===== config.mk =====
export PLATFORM = sky130hd
export DESIGN_NAME = worker_capacity_ledger_top
export DESIGN_NICKNAME = d
export VERILOG_FILES = /design/src/wcl_pkg.sv /design/src/worker_capacity_ledger_top.sv /design/src/wcl_slot_ram.sv /design/src/wcl_update.sv
export SDC_FILE = /design/constraint.sdc
export NUM_CORES = 2
export LEC_CHECK = 0
export BUFFER_PORTS_ARGS = -buffer_cell sky130_fd_sc_hd__buf_2
export CAP_MARGIN = 5
export CORE_MARGIN = 5
export CORE_UTILIZATION = 35
export CTS_BUF_LIST = sky130_fd_sc_hd__clkbuf_8
export DETAILED_ROUTE_END_ITERATION = 10
export SYNTH_ARGS = -nofsm -noshare
export SYNTH_HDL_FRONTEND = slang
export SYNTH_SLANG_ARGS = --single-unit

===== constraint.sdc =====
create_clock -name clk -period 12.6 [get_ports clk]
set_input_delay 1.26 -clock clk [delete_from_list [all_inputs] [get_ports clk]]
set_output_delay 1.26 -clock clk [all_outputs]
set_load 0.01 [all_outputs]

===== src/wcl_pkg.sv =====
// ----------------------------------------------------------------------------
// wcl_pkg
// Shared types, register indexes and defaults for the worker capacity ledger.
// ----------------------------------------------------------------------------
package wcl_pkg;

  localparam int APP_SLOTS_DEF  = 64;
  localparam int COUNT_BITS_DEF = 16;
  localparam int CFG_IDX_BITS   = 2;
  localparam int FIELD_BITS     = 16;

  typedef enum logic [CFG_IDX_BITS-1:0] {
    CFG_TOTAL_WORKERS = 2'd0,
    CFG_SURGE_BUDGET  = 2'd1
  } cfg_reg_t;

  typedef enum logic [2:0] {
    MODE_FRESH   = 3'd0,
    MODE_REPLACE = 3'd1,
    MODE_COMMIT  = 3'd2,
    MODE_ABORT   = 3'd3,
    MODE_RETIRE  = 3'd4,
    MODE_RELEASE = 3'd5,
    MODE_QUERY   = 3'd6
  } mode_t;

  typedef struct packed {
    logic [2:0]            mode;
    logic [5:0]            app_id;
    logic [FIELD_BITS-1:0] req_size;
    logic [FIELD_BITS-1:0] prev_size;
    logic                  replace_flag;
  } in_item_t;

  typedef struct packed {
    logic                  accepted;
    logic [FIELD_BITS-1:0] app_steady;
    logic [FIELD_BITS-1:0] app_surge;
    logic                  app_holds;
    logic [FIELD_BITS-1:0] steady_total;
    logic [FIELD_BITS-1:0] surge_total;
    logic                  fault;
  } out_item_t;

endpackage


===== src/worker_capacity_ledger_top.sv =====
// ----------------------------------------------------------------------------
// worker_capacity_ledger_top
// Admission ledger for worker capacity: per-slot steady/surge counts and
// running totals, checked against a worker ceiling and a surge budget.
// ----------------------------------------------------------------------------
//  channel | ports                          | payload
//  --------+--------------------------------+---------------------------
//  input   | in_valid / in_ready / in_data  | wcl_pkg::in_item_t
//  result  | out_valid / out_ready/out_data | wcl_pkg::out_item_t
//  config  | cfg_valid / cfg_ready          | cfg_index, cfg_data (16b)
//
//  Throughput is one transaction per cycle while results are taken. Accepting
//  an input registers the slot RAM read and the input item; the update stage
//  then registers the update, the write-back and the result as it advances.
//  Back-to-back transactions on the same slot take the write-back data
//  through a bypass register instead of the RAM read.
//  After reset a clearing pass zeroes the slot RAM, one slot per cycle, over
//  all APP_SLOTS slots; in_ready stays low during it. Config is always ready.
//  A stalled result holds the update stage, which drops in_ready.
// ----------------------------------------------------------------------------
module worker_capacity_ledger_top #(
  parameter int APP_SLOTS  = wcl_pkg::APP_SLOTS_DEF,
  parameter int COUNT_BITS = wcl_pkg::COUNT_BITS_DEF
) (
  input  logic                                clk,
  input  logic                                rst_n,
  input  logic                                in_valid,
  output logic                                in_ready,
  input  wcl_pkg::in_item_t                   in_data,
  output logic                                out_valid,
  input  logic                                out_ready,
  output wcl_pkg::out_item_t                  out_data,
  input  logic                                cfg_valid,
  output logic                                cfg_ready,
  input  logic [wcl_pkg::CFG_IDX_BITS-1:0]    cfg_index,
  input  logic [wcl_pkg::FIELD_BITS-1:0]      cfg_data
);
  import wcl_pkg::*;

  localparam int IDX_W   = $clog2(APP_SLOTS);
  localparam int ID_VALS = 64;

  // config registers
  logic [FIELD_BITS-1:0] total_workers_r, surge_budget_r;

  // clearing pass
  logic             clr_busy_r;
  logic [IDX_W-1:0] clr_idx_r;

  // update stage
  logic                    s1_v_r;
  in_item_t                s1_item_r;
  logic [IDX_W-1:0]        s1_idx_r;
  logic                    byp_r;
  logic [2*COUNT_BITS-1:0] byp_data_r;
  logic [2*COUNT_BITS-1:0] ram_rdata;
  logic [2*COUNT_BITS-1:0] slot_cur;
  logic [2*COUNT_BITS-1:0] slot_new;

  // totals
  logic [COUNT_BITS-1:0] steady_sum_r, surge_sum_r;
  logic [COUNT_BITS-1:0] new_steady, new_surge, new_steady_sum, new_surge_sum;

  // result register
  logic      out_valid_r;
  out_item_t out_data_r;
  out_item_t upd_result;

  logic             acc;
  logic             s1_adv;
  logic [IDX_W-1:0] in_idx;
  logic [IDX_W-1:0] slot_lut [ID_VALS];
  logic             ram_we;
  logic [IDX_W-1:0] ram_waddr;
  logic [2*COUNT_BITS-1:0] ram_wdata;

  // app_id modulo APP_SLOTS as a constant lookup
  for (genvar g = 0; g < ID_VALS; g++) begin : g_slot_lut
    assign slot_lut[g] = IDX_W'(g % APP_SLOTS);
  end

  assign in_idx    = slot_lut[in_data.app_id];
  assign s1_adv    = s1_v_r && (!out_valid_r || out_ready);
  assign in_ready  = !clr_busy_r && (!s1_v_r || s1_adv);
  assign acc       = in_valid && in_ready;
  assign cfg_ready = 1'b1;

  // config write decode
  always_ff @(posedge clk) begin
    if (!rst_n) begin
      total_workers_r <= '0;
      surge_budget_r  <= '0;
    end else if (cfg_valid && cfg_ready) begin
      unique case (cfg_index)
        CFG_TOTAL_WORKERS: total_workers_r <= cfg_data;
        CFG_SURGE_BUDGET:  surge_budget_r  <= cfg_data;
        default: ;
      endcase
    end
  end

  // clearing pass over the slot RAM
  always_ff @(posedge clk) begin
    if (!rst_n) begin
      clr_busy_r <= 1'b1;
      clr_idx_r  <= '0;
    end else if (clr_busy_r) begin
      if (clr_idx_r == IDX_W'(APP_SLOTS - 1)) begin
        clr_busy_r <= 1'b0;
      end
      clr_idx_r <= clr_idx_r + 1'b1;
    end
  end

  assign ram_we    = clr_busy_r || s1_adv;
  assign ram_waddr = clr_busy_r ? clr_idx_r : s1_idx_r;
  assign ram_wdata = clr_busy_r ? '0 : slot_new;

  wcl_slot_ram #(
    .DEPTH (APP_SLOTS),
    .WIDTH (2*COUNT_BITS)
  ) u_slot_ram (
    .clk   (clk),
    .we    (ram_we),
    .waddr (ram_waddr),
    .wdata (ram_wdata),
    .re    (acc),
    .raddr (in_idx),
    .rdata (ram_rdata)
  );

  // input register plus write-back bypass
  always_ff @(posedge clk) begin
    if (!rst_n) begin
      s1_v_r <= 1'b0;
    end else if (acc) begin
      s1_v_r <= 1'b1;
    end else if (s1_adv) begin
      s1_v_r <= 1'b0;
    end
  end

  always_ff @(posedge clk) begin
    if (acc) begin
      s1_item_r  <= in_data;
      s1_idx_r   <= in_idx;
      byp_r      <= s1_adv && (s1_idx_r == in_idx);
      byp_data_r <= slot_new;
    end
  end

  assign slot_cur = byp_r ? byp_data_r : ram_rdata;

  wcl_update #(
    .COUNT_BITS (COUNT_BITS)
  ) u_update (
    .item           (s1_item_r),
    .slot_steady    (slot_cur[2*COUNT_BITS-1:COUNT_BITS]),
    .slot_surge     (slot_cur[COUNT_BITS-1:0]),
    .steady_sum     (steady_sum_r),
    .surge_sum      (surge_sum_r),
    .total_workers  (total_workers_r),
    .surge_budget   (surge_budget_r),
    .new_steady     (new_steady),
    .new_surge      (new_surge),
    .new_steady_sum (new_steady_sum),
    .new_surge_sum  (new_surge_sum),
    .result         (upd_result)
  );

  assign slot_new = {new_steady, new_surge};

  always_ff @(posedge clk) begin
    if (!rst_n) begin
      steady_sum_r <= '0;
      surge_sum_r  <= '0;
    end else if (s1_adv) begin
      steady_sum_r <= new_steady_sum;
      surge_sum_r  <= new_surge_sum;
    end
  end

  // result register
  always_ff @(posedge clk) begin
    if (!rst_n) begin
      out_valid_r <= 1'b0;
    end else if (s1_adv) begin
      out_valid_r <= 1'b1;
    end else if (out_ready) begin
      out_valid_r <= 1'b0;
    end
  end

  always_ff @(posedge clk) begin
    if (s1_adv) begin
      out_data_r <= upd_result;
    end
  end

  assign out_valid = out_valid_r;
  assign out_data  = out_data_r;

  // assertions
  a_adv_gives_result: assert property (@(posedge clk) disable iff (!rst_n)
    s1_adv |=> out_valid_r)
    else $error("update stage advanced without loading a result");

  a_accept_only_reserve: assert property (@(posedge clk) disable iff (!rst_n)
    (s1_adv && upd_result.accepted) |->
      (s1_item_r.mode == MODE_FRESH || s1_item_r.mode == MODE_REPLACE))
    else $error("accepted flag raised on a non-reserve transaction");

  a_clear_blocks_input: assert property (@(posedge clk) disable iff (!rst_n)
    clr_busy_r |-> (!s1_v_r && !out_valid_r))
    else $error("transaction in flight during the clearing pass");

  a_bypass_same_slot: assert property (@(posedge clk) disable iff (!rst_n)
    (acc && s1_adv && (s1_idx_r == in_idx)) |=> byp_r)
    else $error("back-to-back same-slot transaction missed the bypass");

endmodule


===== src/wcl_slot_ram.sv =====
// ----------------------------------------------------------------------------
// wcl_slot_ram
// Per-slot count storage: one write port, one read port, registered read.
// ----------------------------------------------------------------------------
module wcl_slot_ram #(
  parameter int DEPTH = 64,
  parameter int WIDTH = 32
) (
  input  logic                     clk,
  input  logic                     we,
  input  logic [$clog2(DEPTH)-1:0] waddr,
  input  logic [WIDTH-1:0]         wdata,
  input  logic                     re,
  input  logic [$clog2(DEPTH)-1:0] raddr,
  output logic [WIDTH-1:0]         rdata
);

  logic [WIDTH-1:0] mem [DEPTH];
  logic [WIDTH-1:0] rdata_r;

  always_ff @(posedge clk) begin
    if (we) begin
      mem[waddr] <= wdata;
    end
  end

  always_ff @(posedge clk) begin
    if (re) begin
      rdata_r <= mem[raddr];
    end
  end

  assign rdata = rdata_r;

endmodule


===== src/wcl_update.sv =====
// ----------------------------------------------------------------------------
// wcl_update
// Admission checks and clamped/saturating count updates for one transaction.
// ----------------------------------------------------------------------------
module wcl_update #(
  parameter int COUNT_BITS = 16
) (
  input  wcl_pkg::in_item_t                item,
  input  logic [COUNT_BITS-1:0]            slot_steady,
  input  logic [COUNT_BITS-1:0]            slot_surge,
  input  logic [COUNT_BITS-1:0]            steady_sum,
  input  logic [COUNT_BITS-1:0]            surge_sum,
  input  logic [wcl_pkg::FIELD_BITS-1:0]   total_workers,
  input  logic [wcl_pkg::FIELD_BITS-1:0]   surge_budget,
  output logic [COUNT_BITS-1:0]            new_steady,
  output logic [COUNT_BITS-1:0]            new_surge,
  output logic [COUNT_BITS-1:0]            new_steady_sum,
  output logic [COUNT_BITS-1:0]            new_surge_sum,
  output wcl_pkg::out_item_t               result
);
  import wcl_pkg::*;

  // extended width: room for any count or field plus two spare bits
  localparam int CW = COUNT_BITS;
  localparam int EW = ((CW > FIELD_BITS) ? CW : FIELD_BITS) + 2;
  localparam logic [EW-1:0] CMAX = {{(EW-CW){1'b0}}, {CW{1'b1}}};

  // {flag, value}
  function automatic logic [EW:0] sat_add(input logic [EW-1:0] a, input logic [EW-1:0] b);
    logic [EW-1:0] s;
    s = a + b;
    if (s > CMAX) begin
      return {1'b1, CMAX};
    end
    return {1'b0, s};
  endfunction

  function automatic logic [EW:0] sat_sub(input logic [EW-1:0] a, input logic [EW-1:0] b);
    if (b > a) begin
      return {1'b1, {EW{1'b0}}};
    end
    return {1'b0, a - b};
  endfunction

  logic [EW-1:0] psz_e, osz_e, tw_e, sb_e;
  logic [EW-1:0] st_e, su_e, sts_e, sus_e;
  logic [EW-1:0] base_e, peak_e;
  logic          absent;
  logic          acc;
  logic          flt;
  logic [EW:0]   t;

  assign psz_e  = EW'(item.req_size);
  assign osz_e  = EW'(item.prev_size);
  assign tw_e   = EW'(total_workers);
  assign sb_e   = EW'(surge_budget);
  assign absent = (slot_steady == '0) && (slot_surge == '0);

  // replace reserve checks
  assign base_e = (EW'(steady_sum) > EW'(slot_steady)) ?
                  (EW'(steady_sum) - EW'(slot_steady)) : '0;
  assign peak_e = (psz_e > EW'(slot_steady)) ? psz_e : EW'(slot_steady);

  always_comb begin
    st_e  = EW'(slot_steady);
    su_e  = EW'(slot_surge);
    sts_e = EW'(steady_sum);
    sus_e = EW'(surge_sum);
    acc   = 1'b0;
    flt   = 1'b0;
    t     = '0;
    case (item.mode)
      MODE_FRESH: begin
        if ((sts_e + psz_e) <= tw_e) begin
          t = sat_add(st_e, psz_e);  st_e  = t[EW-1:0]; flt = flt | t[EW];
          t = sat_add(sts_e, psz_e); sts_e = t[EW-1:0]; flt = flt | t[EW];
          acc = 1'b1;
        end
      end
      MODE_REPLACE: begin
        if ((slot_steady != '0) && ((base_e + psz_e) <= tw_e) &&
            ((sus_e + peak_e) <= sb_e)) begin
          t = sat_add(su_e, psz_e);  su_e  = t[EW-1:0]; flt = flt | t[EW];
          t = sat_add(sus_e, psz_e); sus_e = t[EW-1:0]; flt = flt | t[EW];
          acc = 1'b1;
        end
      end
      MODE_COMMIT: begin
        // each step clamps or saturates on its own, in this order
        t = sat_sub(su_e, psz_e);  su_e  = t[EW-1:0]; flt = flt | t[EW];
        t = sat_sub(sus_e, psz_e); sus_e = t[EW-1:0]; flt = flt | t[EW];
        t = sat_add('0, psz_e);    st_e  = t[EW-1:0]; flt = flt | t[EW];
        t = sat_sub(sts_e, osz_e); sts_e = t[EW-1:0]; flt = flt | t[EW];
        t = sat_add(sts_e, psz_e); sts_e = t[EW-1:0]; flt = flt | t[EW];
        t = sat_add(su_e, osz_e);  su_e  = t[EW-1:0]; flt = flt | t[EW];
        t = sat_add(sus_e, osz_e); sus_e = t[EW-1:0]; flt = flt | t[EW];
      end
      MODE_ABORT: begin
        if (!absent) begin
          if (item.replace_flag) begin
            t = sat_sub(su_e, psz_e);  su_e  = t[EW-1:0]; flt = flt | t[EW];
            t = sat_sub(sus_e, psz_e); sus_e = t[EW-1:0]; flt = flt | t[EW];
          end else begin
            t = sat_sub(st_e, psz_e);  st_e  = t[EW-1:0]; flt = flt | t[EW];
            t = sat_sub(sts_e, psz_e); sts_e = t[EW-1:0]; flt = flt | t[EW];
          end
        end
      end
      MODE_RETIRE: begin
        t = sat_sub(st_e, psz_e);  st_e  = t[EW-1:0]; flt = flt | t[EW];
        t = sat_sub(sts_e, psz_e); sts_e = t[EW-1:0]; flt = flt | t[EW];
        t = sat_add(su_e, psz_e);  su_e  = t[EW-1:0]; flt = flt | t[EW];
        t = sat_add(sus_e, psz_e); sus_e = t[EW-1:0]; flt = flt | t[EW];
      end
      MODE_RELEASE: begin
        if (!absent) begin
          t = sat_sub(su_e, psz_e);  su_e  = t[EW-1:0]; flt = flt | t[EW];
          t = sat_sub(sus_e, psz_e); sus_e = t[EW-1:0]; flt = flt | t[EW];
        end
      end
      default: begin
        // query and the unused code leave the ledger alone
      end
    endcase
  end

  assign new_steady     = st_e[CW-1:0];
  assign new_surge      = su_e[CW-1:0];
  assign new_steady_sum = sts_e[CW-1:0];
  assign new_surge_sum  = sus_e[CW-1:0];

  assign result.accepted     = acc;
  assign result.app_steady   = st_e[FIELD_BITS-1:0];
  assign result.app_surge    = su_e[FIELD_BITS-1:0];
  assign result.app_holds    = (st_e != '0);
  assign result.steady_total = sts_e[FIELD_BITS-1:0];
  assign result.surge_total  = sus_e[FIELD_BITS-1:0];
  assign result.fault        = flt;

endmodule


==> results.json <==
{
  "crit_type": "flop to flop",
  "synthDistinctLibCells": 93,
  "antenna_found_initial": 11,
  "synth_top_area_frac": 0.656,
  "crit_path_end_kind": "flop",
  "synth_common_cells": "2222 x edfxtp_1, 669 x mux4_2, 292 x ha_1",
  "finClkSkew_ns": 0.130,
  "p_leak_nw": 40.6,
  "synth_top_flop_cell": "edfxtp_1",
  "io_pins": 135,
  "fin_nets": 6598,
  "slowest_delay_ns": 1.12,
  "vias_per_cell": 5.55,
  "grt_pass1_wl_mm": 417,
  "required_ns": 13.19,
  "fmax_mhz": 93.3,
  "status": "finished clean",
  "dp.cells": 9706,
  "fp.coreArea_um2": 289000,
  "setup_violations": 0,
  "synth.most_common_cell": "edfxtp_1",
  "wire_per_inst_um": 28.0,
  "vias": 57640,
  "hpwlAfterDp_mm": 181,
  "crit_slowest_cell": "nor2b_4",
  "clockBufferDepth": 4,
  "peakVddDrop_uv": 91.6,
  "crit_path_frequent_cell": "a21oi_1",
  "hold_viol": 0,
  "synth_fp_nets": 6166,
  "timing.final.crit_period_ns": 10.72,
  "use_met2": 0.316,
  "cts_sinks": 2295,
  "globalRouteMet3Util": 0.0281,
  "synth_largest_area_cell": "edfxtp_1",
  "power.total_mw": 14.7,
  "cts_root_buf": "clkbuf_8",
  "place_congestion": 0.937,
  "start_util": 0.352,
  "drt_wl_total_mm": 291,
  "grt_overflow": 0,
  "grt_max_degree": 145,
  "yosysSeqAreaShare": 0.671,
  "grt.total_usage": 0.189,
  "cap_viol_max_count": 0,
  "die_w_um": 549,
  "drtIter0Drc": 6086,
  "cts_hold_buf": 0,
  "final_area_um2": 115000,
  "use_met1": 0.256,
  "ys_ff_latch": 2295,
  "critPathMaxFanout": 64,
  "powerDensity_nw_per_um2": 128,
  "antenna_left": 0,
  "post_cts_buffers": 0,
  "drc": 0,
  "drive_above_1_share": 0.246,
  "fin_ws_ns": 1.88,
  "die_h_um": 549,
  "netlist_top_cells_area": "edfxtp_1 66%, mux4_2 15%, ha_1 3.6%",
  "dr.pass1.iters": 5,
  "final.fill_count": 26054,
  "drv_slew": 0,
  "cts_tree": "yes",
  "avgSynthCellArea_um2": 17.5,
  "synth_warnings": 0,
  "critPathArrivalTime_ns": 11.31,
  "dpl_cell_area_um2": 108000,
  "synth_area_um2": 102000,
  "tightest_slew_ns": 1.34,
  "rsz0062_at_grt": "no",
  "dieArea_um2": 301000,
  "finalSetupTns_ns": 0,
  "hp-class": "primary input to flop",
  "clock_latency_ns": 1.07,
  "relSlewSlack": 0.106,
  "top_usage_layer": "met2",
  "area_growth_pct": 13.4,
  "grt_pass1_vias": 58177,
  "ys_async_sr_fraction": 0,
  "fp-row-count": 197,
  "fin_cells": 10388,
  "numPortBuffers": 133,
  "cts_resized": 0,
  "post-place-ws_ns": 1.89,
  "cts_buffers": 386,
  "startpoint_type": "flop",
  "synth_edf_count": 2222,
  "min_period_over_period": 0.851,
  "clkTransAtPathRegs_ns": 0.06,
  "htree_num_levels": 5,
  "syn-instance-count": 5794
}
## layout make-up
cell class	count	area [um2]	share of cell area
repair buffers	303	2150	0.0186
flip-flops and latches	2295	68200	0.592
clock inverters	267	1350	0.0117
diodes	6	15.0	0.000130
multi-input cells	3044	32500	0.282
inverters	196	738	0.00640
well taps	3880	4850	0.0421
clock buffers	397	5460	0.0474
## critical path, delay by kind of cell (launching register included)
family	cells	cell delay, ns
buffers and inverters	1	0.36
AO/OA/AOI/OAI	16	4.25
multiplexers	1	0.52
flip-flops	1	0.87
AND/OR/NAND/NOR	9	3.21
XOR/XNOR	1	0.12
adder cells (fa/ha/maj)	3	0.87
## logic make-up after synthesis
family | count (synthesis) | share of synthesized area
other | 1 | 0.0000369
buffers and inverters | 455 | 0.0171
DFF | 2295 | 0.671
AOI/OAI and AO/OA | 912 | 0.0604
adders and majority gates | 307 | 0.0389
and+or+nand+nor | 922 | 0.0434
muxes | 716 | 0.153
xor gates and xnor gates | 186 | 0.0160
## through the flow
step | hold slack (ns) | util
6_report | 0.442 | 0.399
3_3_place_gp | 0.459 | 0.375
4_1_cts | 0.334 | 0.399
2_1_floorplan | 0.443 | -
5_1_grt | 0.361 | 0.399
3_5_place_dp | 0.465 | 0.375
## power by group
part           leakage [nW]  internal (mW)  switching (mW)  total, mW
Combinational          13.5          0.160           0.248      0.408
Clock                  3.91           3.09            2.93       6.02
Sequential             23.2           8.29          0.0108       8.30
## worst paths after layout
| kind | from | to | slack (ns) | depth (start not counted) |
|---|---|---|---|---|
| worst max-delay path | byp_r | u_slot_ram.mem[10][1] | 1.88 | 31 |
| worst min-delay path | in_data[12] | s1_item_r[12] | 0.44 | 1 |
| worst max register to register | byp_r | u_slot_ram.mem[10][1] | 1.88 | 31 |
| worst min register to register | total_workers_r[2] | total_workers_r[2] | 0.47 | 2 |
## layout by cell type (no fill, tap or decap), types with 18 or more instances in the layout
master / count
a21boi_0: 43
nor2b_4: 20
mux4_2: 669
xor2_1: 58
dfxtp_1: 72
buf_4: 158
a221o_1: 21
a21oi_1: 229
nand2_1: 248
xnor2_1: 128
buf_2: 128
o21bai_1: 32
mux2i_1: 19
nor4_1: 18
o31ai_1: 25
nor2b_1: 37
nand2b_1: 53
and3_1: 20
nand4_1: 24
o211ai_1: 22
o21ai_0: 161
nor3_1: 55
nand3_1: 51
a21o_1: 63
nor2_1: 217
ha_1: 292
or3_1: 20
nor2_4: 66
inv_1: 310
a211oi_1: 37
clkbuf_8: 398
edfxtp_1: 2222
clkinv_2: 37
a31oi_1: 41
and2_1: 28
clkinv_1: 92
mux2_2: 27
o21a_1: 45
## registers in the layout (all words and copies together) (netlist names), 6 cells and up
signal            count
steady_sum_r         16
total_workers_r      16
clr_idx_r             6
surge_sum_r          16
s1_item_r            36
byp_data_r           32
surge_budget_r       16
u_slot_ram.mem     2048
s1_idx_r              6
u_slot_ram.rdata     32
out_data             67
## per-layer routing
metal | up-vias | wire length (um) | part of all wire
li1 | 24421 | - | -
met1 | 30442 | 121000 | 0.42
met2 | 2249 | 142000 | 0.49
met3 | 528 | 18500 | 0.064
met4 | 0 | 9390 | 0.032
met5 | - | 0 | 0
Power figures use the tool's default switching activity.
